File: config.mk
export PLATFORM = sky130hd
export DESIGN_NAME = pidw_integ
export DESIGN_NICKNAME = d
export VERILOG_FILES = /design/src/sv/pidw_pkg.sv /design/src/sv/pidw_integ.sv
export VERILOG_INCLUDE_DIRS = /design/src /design/src/sv
export SDC_FILE = /design/constraint.sdc
export NUM_CORES = 1
export LEC_CHECK = 0
export BUFFER_PORTS_ARGS = -buffer_cell sky130_fd_sc_hd__buf_2
export CORE_UTILIZATION = 55
export DETAILED_ROUTE_END_ITERATION = 7
export GPL_TIMING_DRIVEN = 0
export HOLD_SLACK_MARGIN = 0.12
export PLACE_DENSITY = 0.79
export SKIP_CTS_REPAIR_TIMING = 1
export SYNTH_ARGS = -nofsm -noshare
export SYNTH_HDL_FRONTEND = slang
export SYNTH_SLANG_ARGS = --single-unit
File: constraint.sdc
create_clock -name clk -period 8.1 [get_ports clk]
set_input_delay 0.81 -clock clk [delete_from_list [all_inputs] [get_ports clk]]
set_output_delay 0.81 -clock clk [all_outputs]
set_load 0.01 [all_outputs]
File: src/sv/pid_controller_with_angle_wrap_macros.svh
// Assertion macros shared by the PID controller RTL.
// Included by the modules that carry concurrent assertions; no other dependencies.
`ifndef PID_CONTROLLER_WITH_ANGLE_WRAP_MACROS_SVH
`define PID_CONTROLLER_WITH_ANGLE_WRAP_MACROS_SVH

// Same-cycle implication, disabled while reset is asserted.
`define PIDW_ASSERT_SAME(label, clk, rst_n, ante, cons, msg) \
	label: assert property (@(posedge clk) disable iff (!rst_n) (ante) |-> (cons)) \
		else $error(msg);

// Next-cycle implication, disabled while reset is asserted.
`define PIDW_ASSERT_NEXT(label, clk, rst_n, ante, cons, msg) \
	label: assert property (@(posedge clk) disable iff (!rst_n) (ante) |=> (cons)) \
		else $error(msg);

`endif

File: src/sv/pidw_pkg.sv
// Types and constants shared by the PID controller pipeline.
// No dependencies; imported by every module of the block.
package pidw_pkg;

	localparam int DATA_WIDTH = 32;
	localparam int FRAC_BITS  = 16;

	typedef logic signed [DATA_WIDTH-1:0] data_t;
	typedef logic signed [DATA_WIDTH:0]   wide_t;

	localparam data_t DATA_MAX = {1'b0, {(DATA_WIDTH-1){1'b1}}};
	localparam data_t DATA_MIN = {1'b1, {(DATA_WIDTH-1){1'b0}}};

	// Angle handling works on the integer degree part of a Q value.
	localparam int TURN_DEG = 360;
	localparam int HALF_DEG = 180;
	localparam int HI_W     = DATA_WIDTH - FRAC_BITS;
	localparam int DEG_W    = 9;
	localparam int REM_W    = 10;
	localparam int ANG_W    = DEG_W + FRAC_BITS;
	localparam int QUO_W    = HI_W - 8;

	// Reciprocal of 360 for the degree quotient; the estimate is low by at most one.
	localparam int RECIP_SHIFT = HI_W + 9;
	localparam longint unsigned RECIP = (64'd1 << RECIP_SHIFT) / TURN_DEG;
	localparam int RECIP_W = $clog2(RECIP + 1);

	// The degree part is taken in offset binary; this is the offset modulo one turn.
	localparam int HI_OFFSET_DEG = int'((64'd1 << (HI_W - 1)) % TURN_DEG);

	localparam wide_t FULL_TURN = wide_t'(TURN_DEG) <<< FRAC_BITS;
	localparam wide_t HALF_TURN = wide_t'(HALF_DEG) <<< FRAC_BITS;

	// Product and term widths of the gain stage.
	localparam int PROD_W = 2 * DATA_WIDTH + 1;
	localparam int TERM_W = PROD_W - FRAC_BITS;
	localparam int SUM3_W = TERM_W + 2;

	typedef logic signed [TERM_W-1:0] term_t;

	typedef struct packed {
		data_t prop_gain;
		data_t integ_gain;
		data_t deriv_gain;
		data_t drive_min;
		data_t drive_max;
	} gain_cfg_t;

	typedef struct packed {
		data_t sum_min;
		data_t sum_max;
	} sum_lim_t;

endpackage

File: src/sv/pidw_integ.sv
// Integrator stage: clamped error sum and previous error held as loop state.
// Depends on pidw_pkg and the assertion macro header.
`include "pid_controller_with_angle_wrap_macros.svh"

module pidw_integ (
	input  logic            clk,
	input  logic            arst_n,
	input  pidw_pkg::sum_lim_t lim,
	input  logic            up_valid,
	output logic            up_stall,
	input  pidw_pkg::data_t err_in,
	output logic            dn_valid,
	input  logic            dn_stall,
	output pidw_pkg::data_t err_out,
	output pidw_pkg::data_t isum_out,
	output pidw_pkg::wide_t diff_out
);
	import pidw_pkg::*;

	logic v_s5, en_s5, fire;
	data_t integ_q, prev_err_q;
	data_t error_s5, isum_s5;
	wide_t diff_s5;
	data_t isum_next;
	wide_t diff_next;

	assign en_s5 = !v_s5 || !dn_stall;
	assign up_stall = !en_s5;
	assign fire = up_valid && en_s5;

	// Upper limit is checked first, so it wins when the limits are crossed.
	always_comb begin
		wide_t sum;
		sum = wide_t'(integ_q) + wide_t'(err_in);
		if (sum > wide_t'(lim.sum_max)) begin
			isum_next = lim.sum_max;
		end else if (sum < wide_t'(lim.sum_min)) begin
			isum_next = lim.sum_min;
		end else begin
			isum_next = DATA_WIDTH'(sum);
		end
		diff_next = wide_t'(err_in) - wide_t'(prev_err_q);
	end

	always_ff @(posedge clk or negedge arst_n) begin
		if (!arst_n) begin
			v_s5 <= 1'b0;
			integ_q <= '0;
			prev_err_q <= '0;
		end else begin
			if (en_s5) v_s5 <= up_valid;
			if (fire) begin
				integ_q <= isum_next;
				prev_err_q <= err_in;
			end
		end
	end

	always_ff @(posedge clk) begin
		if (fire) begin
			error_s5 <= err_in;
			isum_s5 <= isum_next;
			diff_s5 <= diff_next;
		end
	end

	assign dn_valid = v_s5;
	assign err_out = error_s5;
	assign isum_out = isum_s5;
	assign diff_out = diff_s5;

	`PIDW_ASSERT_NEXT(a_state_only_on_beat, clk, arst_n, !fire,
		$stable(integ_q) && $stable(prev_err_q), "integrator state moved without an item")

endmodule

==> qor.yml <==
grt:
  grt_max_degree: 68
  grt.overflow.total: 0
  grt_pass1_vias: 9272
  grt_pass1_wl_um: 47510
  antenna_found_initial: 0
  track_usage_pct: 28.57
clocking:
  cts-root-buf: "clkbuf_16"
  cts_tree: "built"
  clock-sinks: 162
  clkTransAtPathRegs_ns: 0.07
  cts_max_path_buffers: 2
  insertion_delay_ns: 0.44
  htree_levels: 4
  cts_buffers: 17
worst_setup_path:
  critPathMaxFanout: 10
  crit_path_start_kind: "primary input"
  critPathCaptureType: "flop"
  worstPathArrival_ns: 5.88
  cp.required_ns: 8.27
  crit_type: "primary input to flop"
timing:
  slew_viol_final: 0
  period_minus_slack_ns: 5.712
  rsz0062_at_grt: "false"
  hold_ws_ns: 0.5070
  max_freq_mhz: 175.1
  hold_viol: 0
  setup_viol: 0
  period_share_pct: 70.52
  slew_headroom_pct: 35.33
  finClkSkew_ns: 0.01540
  worst_slew_pin_slew_ns: 0.9700
  final.setup.tns_ns: 0
placed_design:
  place_hpwl_um: 23090
  gp_congestion: 0.9255
  io_buffer_count: 198
  dp.cells: 1639
synth:
  synth.avg_cell_area_sq_um: 9.789
  synth_ff_type: "edfxtp_1"
  ys_seq_area_share_pct: 39.63
  synth_area_leaders: "edfxtp_1 25%, dfrtp_1 14%, ha_1 14%"
  synth.distinct_cells: 83
  synth-async-reset-ratio_pct: 40.12
  syn_nets: 1401
  synth_edf_count: 97
  ys_warn_count: 0
  synth_top_cells_by_count: "129 x ha_1, 124 x inv_1, 100 x nand2_1, 97 x edfxtp_1, 86 x a21oi_1"
  synth_seq_cells: 162
  synth_top_cell_area_share_pct: 25.43
  yosysMostFrequentCell: "ha_1"
  yosysTopAreaCell: "edfxtp_1"
  synth_area_sq_mm: 0.01145
  syn_inst: 1170
detailed_routing:
  post-route-drc-count: 0
  via_per_inst: 5.852
  wl_per_cell_um: 18.05
  ant_nets: 0
  drtIter0Drc: 711
  drt-total-wl_um: 30170
  vias: 9779
  drt_first_pass_iters: 5
floorplanning:
  die_y_um: 146.3
  die_w_um: 146.3
  ios: 199
  num_rows: 52
  dieArea_sq_mm: 0.02141
  core_area_sq_mm: 0.02030
  initial_utilization_pct: 56.42
final_layout:
  syn2layout_area_growth_pct: 16.90
  drive_gt1_share_pct: 20.70
  antenna_cells: 0
  final_cells: 1671
  fillCellCount: 1658
  nNetsFinal: 1619
power:
  leakagePower_nw: 6.303
  p_per_area_mw_per_mm2: 450.5
  peakVddDrop_mv: 0.3590
min_path:
  hold_path.class: "primary input to async pin"
outcome:
  outcome: "finished, final reports clean"
flow_run:
  drv_cap: 0
-- flip-flops by register name, indices dropped and copies added (netlist names) --
signal	cells
isum_out	32
prev_err_q	32
err_out	32
diff_out	33
dn_valid	1
integ_q	32
-- cell families (layout without fill, tap and decap cells) --
| kind of cell | count (synthesis) | after routing | share of synthesized area [%] |
|---|---|---|---|
| AO/OA/AOI/OAI | 357 | 357 | 21.09 |
| XOR/XNOR | 39 | 39 | 2.982 |
| adder cells (fa/ha/maj) | 131 | 131 | 14.44 |
| buffers and inverters | 157 | 388 | 5.549 |
| flip-flops | 162 | 162 | 39.63 |
| multiplexers | 45 | 45 | 4.512 |
| AND/OR/NAND/NOR | 279 | 279 | 11.79 |
-- report_power, final --
part           internal (mW)  switching (mW)
combinational           1.57            2.34
clock                  0.433           0.356
sequential              1.23          0.0980
-- area by class of cell --
type / count / area [sq um] / share of cell area, %
timing repair buffer: 199 / 1021 / 7.625
multi-input combinational: 851 / 6279 / 46.89
clock inverter: 12 / 95.09 / 0.7102
clock buffer: 20 / 478.0 / 3.570
sequential: 162 / 4539 / 33.90
tap: 270 / 337.8 / 2.523
inverter: 125 / 469.2 / 3.504
buffer: 32 / 170.2 / 1.271
-- cell usage in the layout, fill, tap and decap left out, types with 4 or more instances in the layout --
| cell type | n |
|---|---|
| a21o_1 | 38 |
| nor2_1 | 54 |
| o22ai_1 | 4 |
| mux2_4 | 10 |
| a211o_1 | 5 |
| o21bai_1 | 6 |
| nand2_1 | 100 |
| nand2b_1 | 10 |
| clkbuf_16 | 18 |
| a31oi_1 | 9 |
| or3_1 | 8 |
| buf_2 | 202 |
| xnor2_1 | 24 |
| clkbuf_1 | 17 |
| xor2_1 | 15 |
| mux2i_1 | 22 |
| and2_1 | 8 |
| a22oi_1 | 5 |
| o21ai_1 | 18 |
| a21oi_1 | 86 |
| nor2b_1 | 10 |
| o31ai_1 | 8 |
| o31a_1 | 6 |
| a211oi_1 | 7 |
| dfrtp_1 | 65 |
| o21a_1 | 23 |
| nand3_1 | 21 |
| o211ai_1 | 7 |
| o21ai_0 | 77 |
| buf_6 | 5 |
| edfxtp_1 | 97 |
| inv_1 | 124 |
| and3_1 | 8 |
| nor3_1 | 19 |
| mux2_2 | 13 |
| nand4_1 | 17 |
| or4_1 | 4 |
| ha_1 | 129 |
-- final timing paths --
check                                  from        endpoint  slack (ns)  cells after the start
max in group asynchronous            arst_n      integ_q[5]        7.00                      1
worst max register to register   integ_q[0]    isum_out[27]        2.51                     19
min in group clk                integ_q[30]     integ_q[30]        0.51                      2
worst max-delay path              err_in[0]    isum_out[27]        2.39                     20
worst min-delay path                 arst_n  prev_err_q[26]        0.51                      1
worst min register to register  integ_q[30]     integ_q[30]        0.51                      2
-- metrics by stage --
step | utilization (%) | worst slack [ns] | power [mW] | area, sq um
5_1_grt | 65.96 | 2.155 | 6.436 | 13390
3_3_place_gp | 62.97 | 1.408 | 5.060 | 12780
3_5_place_dp | 63.13 | 2.088 | 5.137 | 12820
2_1_floorplan | - | 3.112 | 4.103 | 11450
6_report | 65.96 | 2.388 | 6.031 | 13390
4_1_cts | 65.96 | 2.488 | 5.958 | 13390
-- routing by layer --
| layer | vias up | wire length [um] | track usage (%) |
|---|---|---|---|
| met3 | 55 | 1824 | 4.844 |
| met4 | 0 | 800 | 9.635 |
| met1 | 4611 | 14020 | 40.02 |
| met2 | 382 | 13520 | 44.93 |
| met5 | - | 0 | 0 |
| li1 | 4731 | - | - |
-- critical path, stage by stage --
cell and delay, ns:
buf_2 0.13, ha_1 0.23, fa_1 0.43, a211o_1 0.33
a21oi_1 0.30, or4_1 0.18, o211a_1 0.21, o211ai_1 0.16
and2_1 0.22, xor2_1 0.27, ha_1 0.32, a21o_1 0.17
a21o_1 0.20, a2111oi_2 0.38, o311ai_1 0.21, a22oi_2 0.61
buf_6 0.24, nor2_1 0.06, a21boi_0 0.32, a22oi_1 0.11
Note: power is estimated with default switching activity, not from simulation.
