### src/sv/pid_controller_with_angle_wrap_macros.svh
// Assertion macros shared by the PID controller RTL.
// Included by the modules that carry concurrent assertions; no other dependencies.
`ifndef PID_CONTROLLER_WITH_ANGLE_WRAP_MACROS_SVH
`define PID_CONTROLLER_WITH_ANGLE_WRAP_MACROS_SVH

// Same-cycle implication, disabled while reset is asserted.
`define PIDW_ASSERT_SAME(label, clk, rst_n, ante, cons, msg) \
	label: assert property (@(posedge clk) disable iff (!rst_n) (ante) |-> (cons)) \
		else $error(msg);

// Next-cycle implication, disabled while reset is asserted.
`define PIDW_ASSERT_NEXT(label, clk, rst_n, ante, cons, msg) \
	label: assert property (@(posedge clk) disable iff (!rst_n) (ante) |=> (cons)) \
		else $error(msg);

`endif

### src/sv/pidw_pkg.sv
// Types and constants shared by the PID controller pipeline.
// No dependencies; imported by every module of the block.
package pidw_pkg;

	localparam int DATA_WIDTH = 32;
	localparam int FRAC_BITS  = 16;

	typedef logic signed [DATA_WIDTH-1:0] data_t;
	typedef logic signed [DATA_WIDTH:0]   wide_t;

	localparam data_t DATA_MAX = {1'b0, {(DATA_WIDTH-1){1'b1}}};
	localparam data_t DATA_MIN = {1'b1, {(DATA_WIDTH-1){1'b0}}};

	// Angle handling works on the integer degree part of a Q value.
	localparam int TURN_DEG = 360;
	localparam int HALF_DEG = 180;
	localparam int HI_W     = DATA_WIDTH - FRAC_BITS;
	localparam int DEG_W    = 9;
	localparam int REM_W    = 10;
	localparam int ANG_W    = DEG_W + FRAC_BITS;
	localparam int QUO_W    = HI_W - 8;

	// Reciprocal of 360 for the degree quotient; the estimate is low by at most one.
	localparam int RECIP_SHIFT = HI_W + 9;
	localparam longint unsigned RECIP = (64'd1 << RECIP_SHIFT) / TURN_DEG;
	localparam int RECIP_W = $clog2(RECIP + 1);

	// The degree part is taken in offset binary; this is the offset modulo one turn.
	localparam int HI_OFFSET_DEG = int'((64'd1 << (HI_W - 1)) % TURN_DEG);

	localparam wide_t FULL_TURN = wide_t'(TURN_DEG) <<< FRAC_BITS;
	localparam wide_t HALF_TURN = wide_t'(HALF_DEG) <<< FRAC_BITS;

	// Product and term widths of the gain stage.
	localparam int PROD_W = 2 * DATA_WIDTH + 1;
	localparam int TERM_W = PROD_W - FRAC_BITS;
	localparam int SUM3_W = TERM_W + 2;

	typedef logic signed [TERM_W-1:0] term_t;

	typedef struct packed {
		data_t prop_gain;
		data_t integ_gain;
		data_t deriv_gain;
		data_t drive_min;
		data_t drive_max;
	} gain_cfg_t;

	typedef struct packed {
		data_t sum_min;
		data_t sum_max;
	} sum_lim_t;

endpackage

### src/sv/pidw_err.sv
// Error front end: input register, modulo-360 angle reduction and error select.
// Depends on pidw_pkg and the assertion macro header.
`include "pid_controller_with_angle_wrap_macros.svh"

module pidw_err (
	input  logic           clk,
	input  logic           arst_n,
	input  logic           angle_mode,
	input  logic           up_valid,
	output logic           up_stall,
	input  pidw_pkg::data_t measured,
	input  pidw_pkg::data_t setpoint,
	output logic           dn_valid,
	input  logic           dn_stall,
	output pidw_pkg::data_t error_value
);
	import pidw_pkg::*;

	localparam int MUL_W = HI_W + RECIP_W;

	logic v_s1, v_s2, v_s3, v_s4;
	logic en_s1, en_s2, en_s3, en_s4;

	data_t meas_s1, setp_s1;
	data_t meas_s2, setp_s2;
	logic [QUO_W-1:0] quo_m_s2, quo_s_s2;
	data_t meas_s3, setp_s3;
	logic [ANG_W-1:0] ang_m_s3, ang_s_s3;
	data_t error_s4;

	logic [HI_W-1:0] u_m_s1, u_s_s1, u_m_s2, u_s_s2;
	data_t err_next;

	// Degree part in offset binary, so that it reads as an unsigned number.
	function automatic logic [HI_W-1:0] offset_hi(data_t x);
		return {~x[DATA_WIDTH-1], x[DATA_WIDTH-2:FRAC_BITS]};
	endfunction

	function automatic logic [QUO_W-1:0] turn_quot(logic [HI_W-1:0] u);
		logic [MUL_W-1:0] prod;
		prod = MUL_W'(u) * MUL_W'(RECIP);
		return QUO_W'(prod >> RECIP_SHIFT);
	endfunction

	// Remainder of the offset degree part, corrected for the estimate and the offset.
	function automatic logic [ANG_W-1:0] turn_angle(logic [HI_W-1:0] u,
		logic [QUO_W-1:0] q, logic [FRAC_BITS-1:0] frac);
		logic [HI_W-1:0] r_full;
		logic [REM_W-1:0] r;
		logic [DEG_W-1:0] deg;
		r_full = u - HI_W'(q) * HI_W'(TURN_DEG);
		r = REM_W'(r_full);
		if (r >= REM_W'(TURN_DEG + HI_OFFSET_DEG)) begin
			deg = DEG_W'(r - REM_W'(TURN_DEG + HI_OFFSET_DEG));
		end else if (r >= REM_W'(HI_OFFSET_DEG)) begin
			deg = DEG_W'(r - REM_W'(HI_OFFSET_DEG));
		end else begin
			deg = DEG_W'(r + REM_W'(TURN_DEG - HI_OFFSET_DEG));
		end
		return {deg, frac};
	endfunction

	assign en_s4 = !v_s4 || !dn_stall;
	assign en_s3 = !v_s3 || en_s4;
	assign en_s2 = !v_s2 || en_s3;
	assign en_s1 = !v_s1 || en_s2;
	assign up_stall = !en_s1;

	assign u_m_s1 = offset_hi(meas_s1);
	assign u_s_s1 = offset_hi(setp_s1);
	assign u_m_s2 = offset_hi(meas_s2);
	assign u_s_s2 = offset_hi(setp_s2);

	always_comb begin
		wide_t lin, ang_d, ang_w;
		lin = wide_t'(setp_s3) - wide_t'(meas_s3);
		ang_d = wide_t'(ang_s_s3) - wide_t'(ang_m_s3);
		if (ang_d > HALF_TURN) begin
			ang_w = ang_d - FULL_TURN;
		end else if (ang_d <= -HALF_TURN) begin
			ang_w = ang_d + FULL_TURN;
		end else begin
			ang_w = ang_d;
		end
		if (angle_mode) begin
			err_next = DATA_WIDTH'(ang_w);
		end else if (lin[DATA_WIDTH] != lin[DATA_WIDTH-1]) begin
			err_next = lin[DATA_WIDTH] ? DATA_MIN : DATA_MAX;
		end else begin
			err_next = DATA_WIDTH'(lin);
		end
	end

	always_ff @(posedge clk or negedge arst_n) begin
		if (!arst_n) begin
			v_s1 <= 1'b0;
			v_s2 <= 1'b0;
			v_s3 <= 1'b0;
			v_s4 <= 1'b0;
		end else begin
			if (en_s1) v_s1 <= up_valid;
			if (en_s2) v_s2 <= v_s1;
			if (en_s3) v_s3 <= v_s2;
			if (en_s4) v_s4 <= v_s3;
		end
	end

	always_ff @(posedge clk) begin
		if (en_s1 && up_valid) begin
			meas_s1 <= measured;
			setp_s1 <= setpoint;
		end
		if (en_s2 && v_s1) begin
			meas_s2 <= meas_s1;
			setp_s2 <= setp_s1;
			quo_m_s2 <= turn_quot(u_m_s1);
			quo_s_s2 <= turn_quot(u_s_s1);
		end
		if (en_s3 && v_s2) begin
			meas_s3 <= meas_s2;
			setp_s3 <= setp_s2;
			ang_m_s3 <= turn_angle(u_m_s2, quo_m_s2, meas_s2[FRAC_BITS-1:0]);
			ang_s_s3 <= turn_angle(u_s_s2, quo_s_s2, setp_s2[FRAC_BITS-1:0]);
		end
		if (en_s4 && v_s3) begin
			error_s4 <= err_next;
		end
	end

	assign dn_valid = v_s4;
	assign error_value = error_s4;

	`PIDW_ASSERT_SAME(a_quot_in_range, clk, arst_n, v_s2,
		(HI_W'(quo_m_s2) * HI_W'(TURN_DEG) <= u_m_s2) &&
		(u_m_s2 - HI_W'(quo_m_s2) * HI_W'(TURN_DEG) < HI_W'(2 * TURN_DEG)),
		"degree quotient estimate off by more than one")
	`PIDW_ASSERT_SAME(a_deg_reduced, clk, arst_n, v_s3,
		(ang_m_s3[ANG_W-1:FRAC_BITS] < DEG_W'(TURN_DEG)) &&
		(ang_s_s3[ANG_W-1:FRAC_BITS] < DEG_W'(TURN_DEG)),
		"reduced angle not below one turn")

endmodule

### config.mk
export PLATFORM = sky130hd
export DESIGN_NAME = pidw_err
export DESIGN_NICKNAME = d
export VERILOG_FILES = /design/src/sv/pidw_pkg.sv /design/src/sv/pidw_err.sv
export VERILOG_INCLUDE_DIRS = /design/src /design/src/sv
export SDC_FILE = /design/constraint.sdc
export NUM_CORES = 1
export LEC_CHECK = 0
export BUFFER_PORTS_ARGS = -buffer_cell sky130_fd_sc_hd__clkbuf_2
export CORE_MARGIN = 2
export CORE_UTILIZATION = 50
export CTS_BUF_LIST = sky130_fd_sc_hd__clkbuf_4 sky130_fd_sc_hd__clkbuf_8
export CTS_CLUSTER_DIAMETER = 100
export DETAILED_ROUTE_END_ITERATION = 10
export HOLD_SLACK_MARGIN = 0.05
export MAX_ROUTING_LAYER = met4
export PLACE_DENSITY = 0.68
export SYNTH_ARGS = -nofsm -noshare
export SYNTH_HDL_FRONTEND = slang
export SYNTH_SLANG_ARGS = --single-unit
### constraint.sdc
create_clock -name clk -period 8.7 [get_ports clk]
set_input_delay 1.305 -clock clk [delete_from_list [all_inputs] [get_ports clk]]
set_output_delay 1.305 -clock clk [all_outputs]
set_load 0.02 [all_outputs]
==> summary.json <==
{
  "status": {
    "outcome": "completed"
  },
  "synthesis": {
    "post_synth_inst_count": 1708,
    "yosys.cell_types.count": 89,
    "yosysSeqAreaShare": 0.383,
    "synth_top_area_cell": "edfxtp_1",
    "post_synthesis_instance_area_um2": 19900,
    "syn-num-nets": 2220,
    "synth_flop_cell": "edfxtp_1",
    "postSynthAreaPerCell_um2": 11.6,
    "yosysTopAreaCellShare": 0.378,
    "synth-edff-count": 250,
    "yosys_warnings": 0,
    "synth_top_cells_by_area": "edfxtp_1, ha_1, fa_1",
    "synth_seq_cells": 254,
    "postSynth.asyncResetShare": 0.0157
  },
  "clock_network": {
    "tritoncts": "done",
    "clkLatencyLatePin_ns": 0.60,
    "cts.clk_slew.worst_paths_ns": 0.06,
    "cts_setup_buffers": 0,
    "clk_root_buffer_cell": "clkbuf_8",
    "holdBufCountCts": 0,
    "clock_sinks": 254,
    "total_of_cells_resized_after_clock_tree_synthesis": 0,
    "cts_buf_count": 44,
    "clock_tree.buffer_depth": 3,
    "cts.htree.levels": 2
  },
  "global_routing": {
    "wire_length_of_the_first_global_routing_pass_mm": 65.8,
    "number_of_antenna_violations_at_the_first_check_in_global_routing": 0,
    "grt_start_max_net_pins": 73,
    "grtUsageTotal": 0.210,
    "grt_pass1_vias": 12910,
    "overflow": 0
  },
  "timing": {
    "setup_violations": 0,
    "layout_min_cycle_time_ns": 6.50,
    "fin_skew_ns": 0.0210,
    "setup_ws_ns": 2.20,
    "fmaxAchievable_mhz": 154,
    "setup_repair_after_global_routing_missed_its_margin": "no",
    "timing.final.crit_share": 0.747,
    "timing.final.hold_violations": 0,
    "drv_slew": 0,
    "setup-tns-final_ns": 0,
    "worst-slew-pin-transition_ns": 0.954,
    "maxSlewHeadroom": 0.362
  },
  "route": {
    "vias_per_std_cell": 5.22,
    "totalWireLength_mm": 40.4,
    "wl_per_cell_um": 16.8,
    "detail_route.drc_violations": 0,
    "drt-pass1-iter-count": 5,
    "initialDrtViolationCount": 589,
    "route.vias.total": 12542,
    "drt.antenna.violating_nets": 0
  },
  "cells_and_area": {
    "final_net_count": 2353,
    "flow.area_growth_from_synthesis_pct": 10.1,
    "drive_above_1_share": 0.122,
    "finalCoreUtilization": 0.555
  },
  "worst_setup_path": {
    "cell_depth_of_the_worst_flop_to_flop_path": 22,
    "reg2reg_slack_ns": 2.20,
    "endpoint_kind": "flip-flop",
    "worstReg2RegStart": "setp_s1[20]$_DFFE_PP_",
    "critPathArrivalTime_ns": 6.83,
    "type_of_the_setup_path_with_the_least_slack": "reg -> reg",
    "timing.rr.end": "quo_s_s2[6]$_DFFE_PP_",
    "cp.required_ns": 9.03,
    "cp_max_fo": 5,
    "worstSetupStartpointType": "flip-flop"
  },
  "job": {
    "maxCapViolations": 0
  },
  "placed_design": {
    "portbufs": 102,
    "detailed_place_hpwl_mm": 33.0,
    "pre_cts_slack_ns": 2.18,
    "finalWeightedCongestion": 0.899
  },
  "min_path": {
    "hold_class": "reg -> reg",
    "min_path_cells": 0,
    "worstHoldEndpoint": "meas_s3[10]$_DFFE_PP_",
    "holdCritStartpoint": "meas_s2[10]$_DFFE_PP_"
  },
  "floorplanning": {
    "fp.dieH_um": 203,
    "std_cell_rows": 73,
    "die_area_um2": 41400,
    "io_pins": 103,
    "start_util": 0.504,
    "die_width_um": 203,
    "core_region_area_um2": 39500
  }
}
cell usage after synthesis (4+ instances only):
master     number
a2111oi_0       4
a211oi_1       13
a21boi_0        5
a21o_1         39
a21oi_1        78
a221oi_1        6
a31o_2          5
a31oi_1         8
and2_1          4
and3_1         13
buf_2           8
clkbuf_1        4
dfrtp_1         4
edfxtp_1      250
fa_1          143
ha_1          300
inv_1         365
mux2i_1         6
nand2_1        55
nand2b_1       12
nand3_1        21
nand3b_1        5
nand4_1         6
nor2_1         53
nor2b_1        12
nor3_1         21
o211ai_1       13
o21a_1         14
o21ai_0        43
o21bai_1       10
o31ai_1         5
or2_2           9
or3_1           5
or4_1           4
xnor2_1        59
xor2_1         28
cell type report:
cell class | instances | area (um2)
Antenna cell | 1 | 2.50
Clock buffer | 60 | 726
Clock inverter | 22 | 176
Fill cell | 3429 | 17600
Inverter | 366 | 1370
Multi-Input combinational cell | 1071 | 10800
Sequential cell | 254 | 7610
Tap cell | 525 | 657
Timing Repair Buffer | 104 | 526
worst max-delay path, stage by stage (launching register included):
cell and delay [ns]:
edfxtp_1 0.48, ha_1 0.39, inv_1 0.07, fa_1 0.48
fa_1 0.55, inv_1 0.05, fa_1 0.53, inv_1 0.06
fa_1 0.50, fa_1 0.54, inv_1 0.04, ha_1 0.29
a21o_1 0.18, a21o_1 0.16, a21o_1 0.16, a21oi_1 0.12
o21ai_0 0.11, a211oi_1 0.45, a21oi_1 0.15, and2_1 0.22
a311o_1 0.39, a21oi_1 0.21, xnor2_1 0.08
state kept, by name, summed over array words and instances (netlist names):
register,count
ang_m_s3,6
ang_s_s3,6
dn_valid,1
error_value,32
meas_s1,32
meas_s2,32
meas_s3,32
quo_m_s2,7
quo_s_s2,7
setp_s1,32
setp_s2,32
setp_s3,32
v_s1,1
v_s2,1
v_s3,1
placed cells by master (no fill, tap or decap), types with 39 or more instances in the layout:
cell and instances:
clkbuf_8 44, inv_1 365, xnor2_1 59, clkbuf_2 102
fa_1 143, ha_1 300, o21ai_0 43, nor2_1 53
a21o_1 39, a21oi_1 78, edfxtp_1 250, nand2_1 55
logic make-up after synthesis:
family,count (synthesis),share of synthesized area
adder cells (fa/ha/maj),443,0.333
multiplexers,9,0.00472
XOR/XNOR,89,0.0400
AO/OA/AOI/OAI,296,0.106
AND/OR/NAND/NOR,234,0.0593
buffers and inverters,383,0.0742
flip-flops,254,0.383
metrics by stage:
step,hold WS [ns],std cells,instance area [um2]
global route,0.405,2402,21900
detailed placement,0.405,2320,21000
CTS,0.399,2402,21900
finish,0.406,2403,21900
global placement,0.402,2320,21000
floorplan,0.400,1708,19900
layer usage:
metal  share of wire  GRT usage
met1            0.45      0.271
met2            0.48      0.346
met4           0.022     0.0589
met3           0.043     0.0344
met5               0          -
how the worst max path moves through the flow:
stage                                startpoint                    end
final                     setp_s1[20]$_DFFE_PP_  quo_s_s2[6]$_DFFE_PP_
after global routing      setp_s1[20]$_DFFE_PP_  quo_s_s2[6]$_DFFE_PP_
after CTS                 setp_s1[20]$_DFFE_PP_  quo_s_s2[6]$_DFFE_PP_
after detailed placement  setp_s1[20]$_DFFE_PP_  quo_s_s2[6]$_DFFE_PP_
after global placement    setp_s1[20]$_DFFE_PP_  quo_s_s2[6]$_DFFE_PP_
after floorplan           setp_s1[21]$_DFFE_PP_  quo_s_s2[6]$_DFFE_PP_
Power is left out: the tool's default activity adds up to more than one toggle a clock period on the data nets, which glitch-free logic cannot reach.
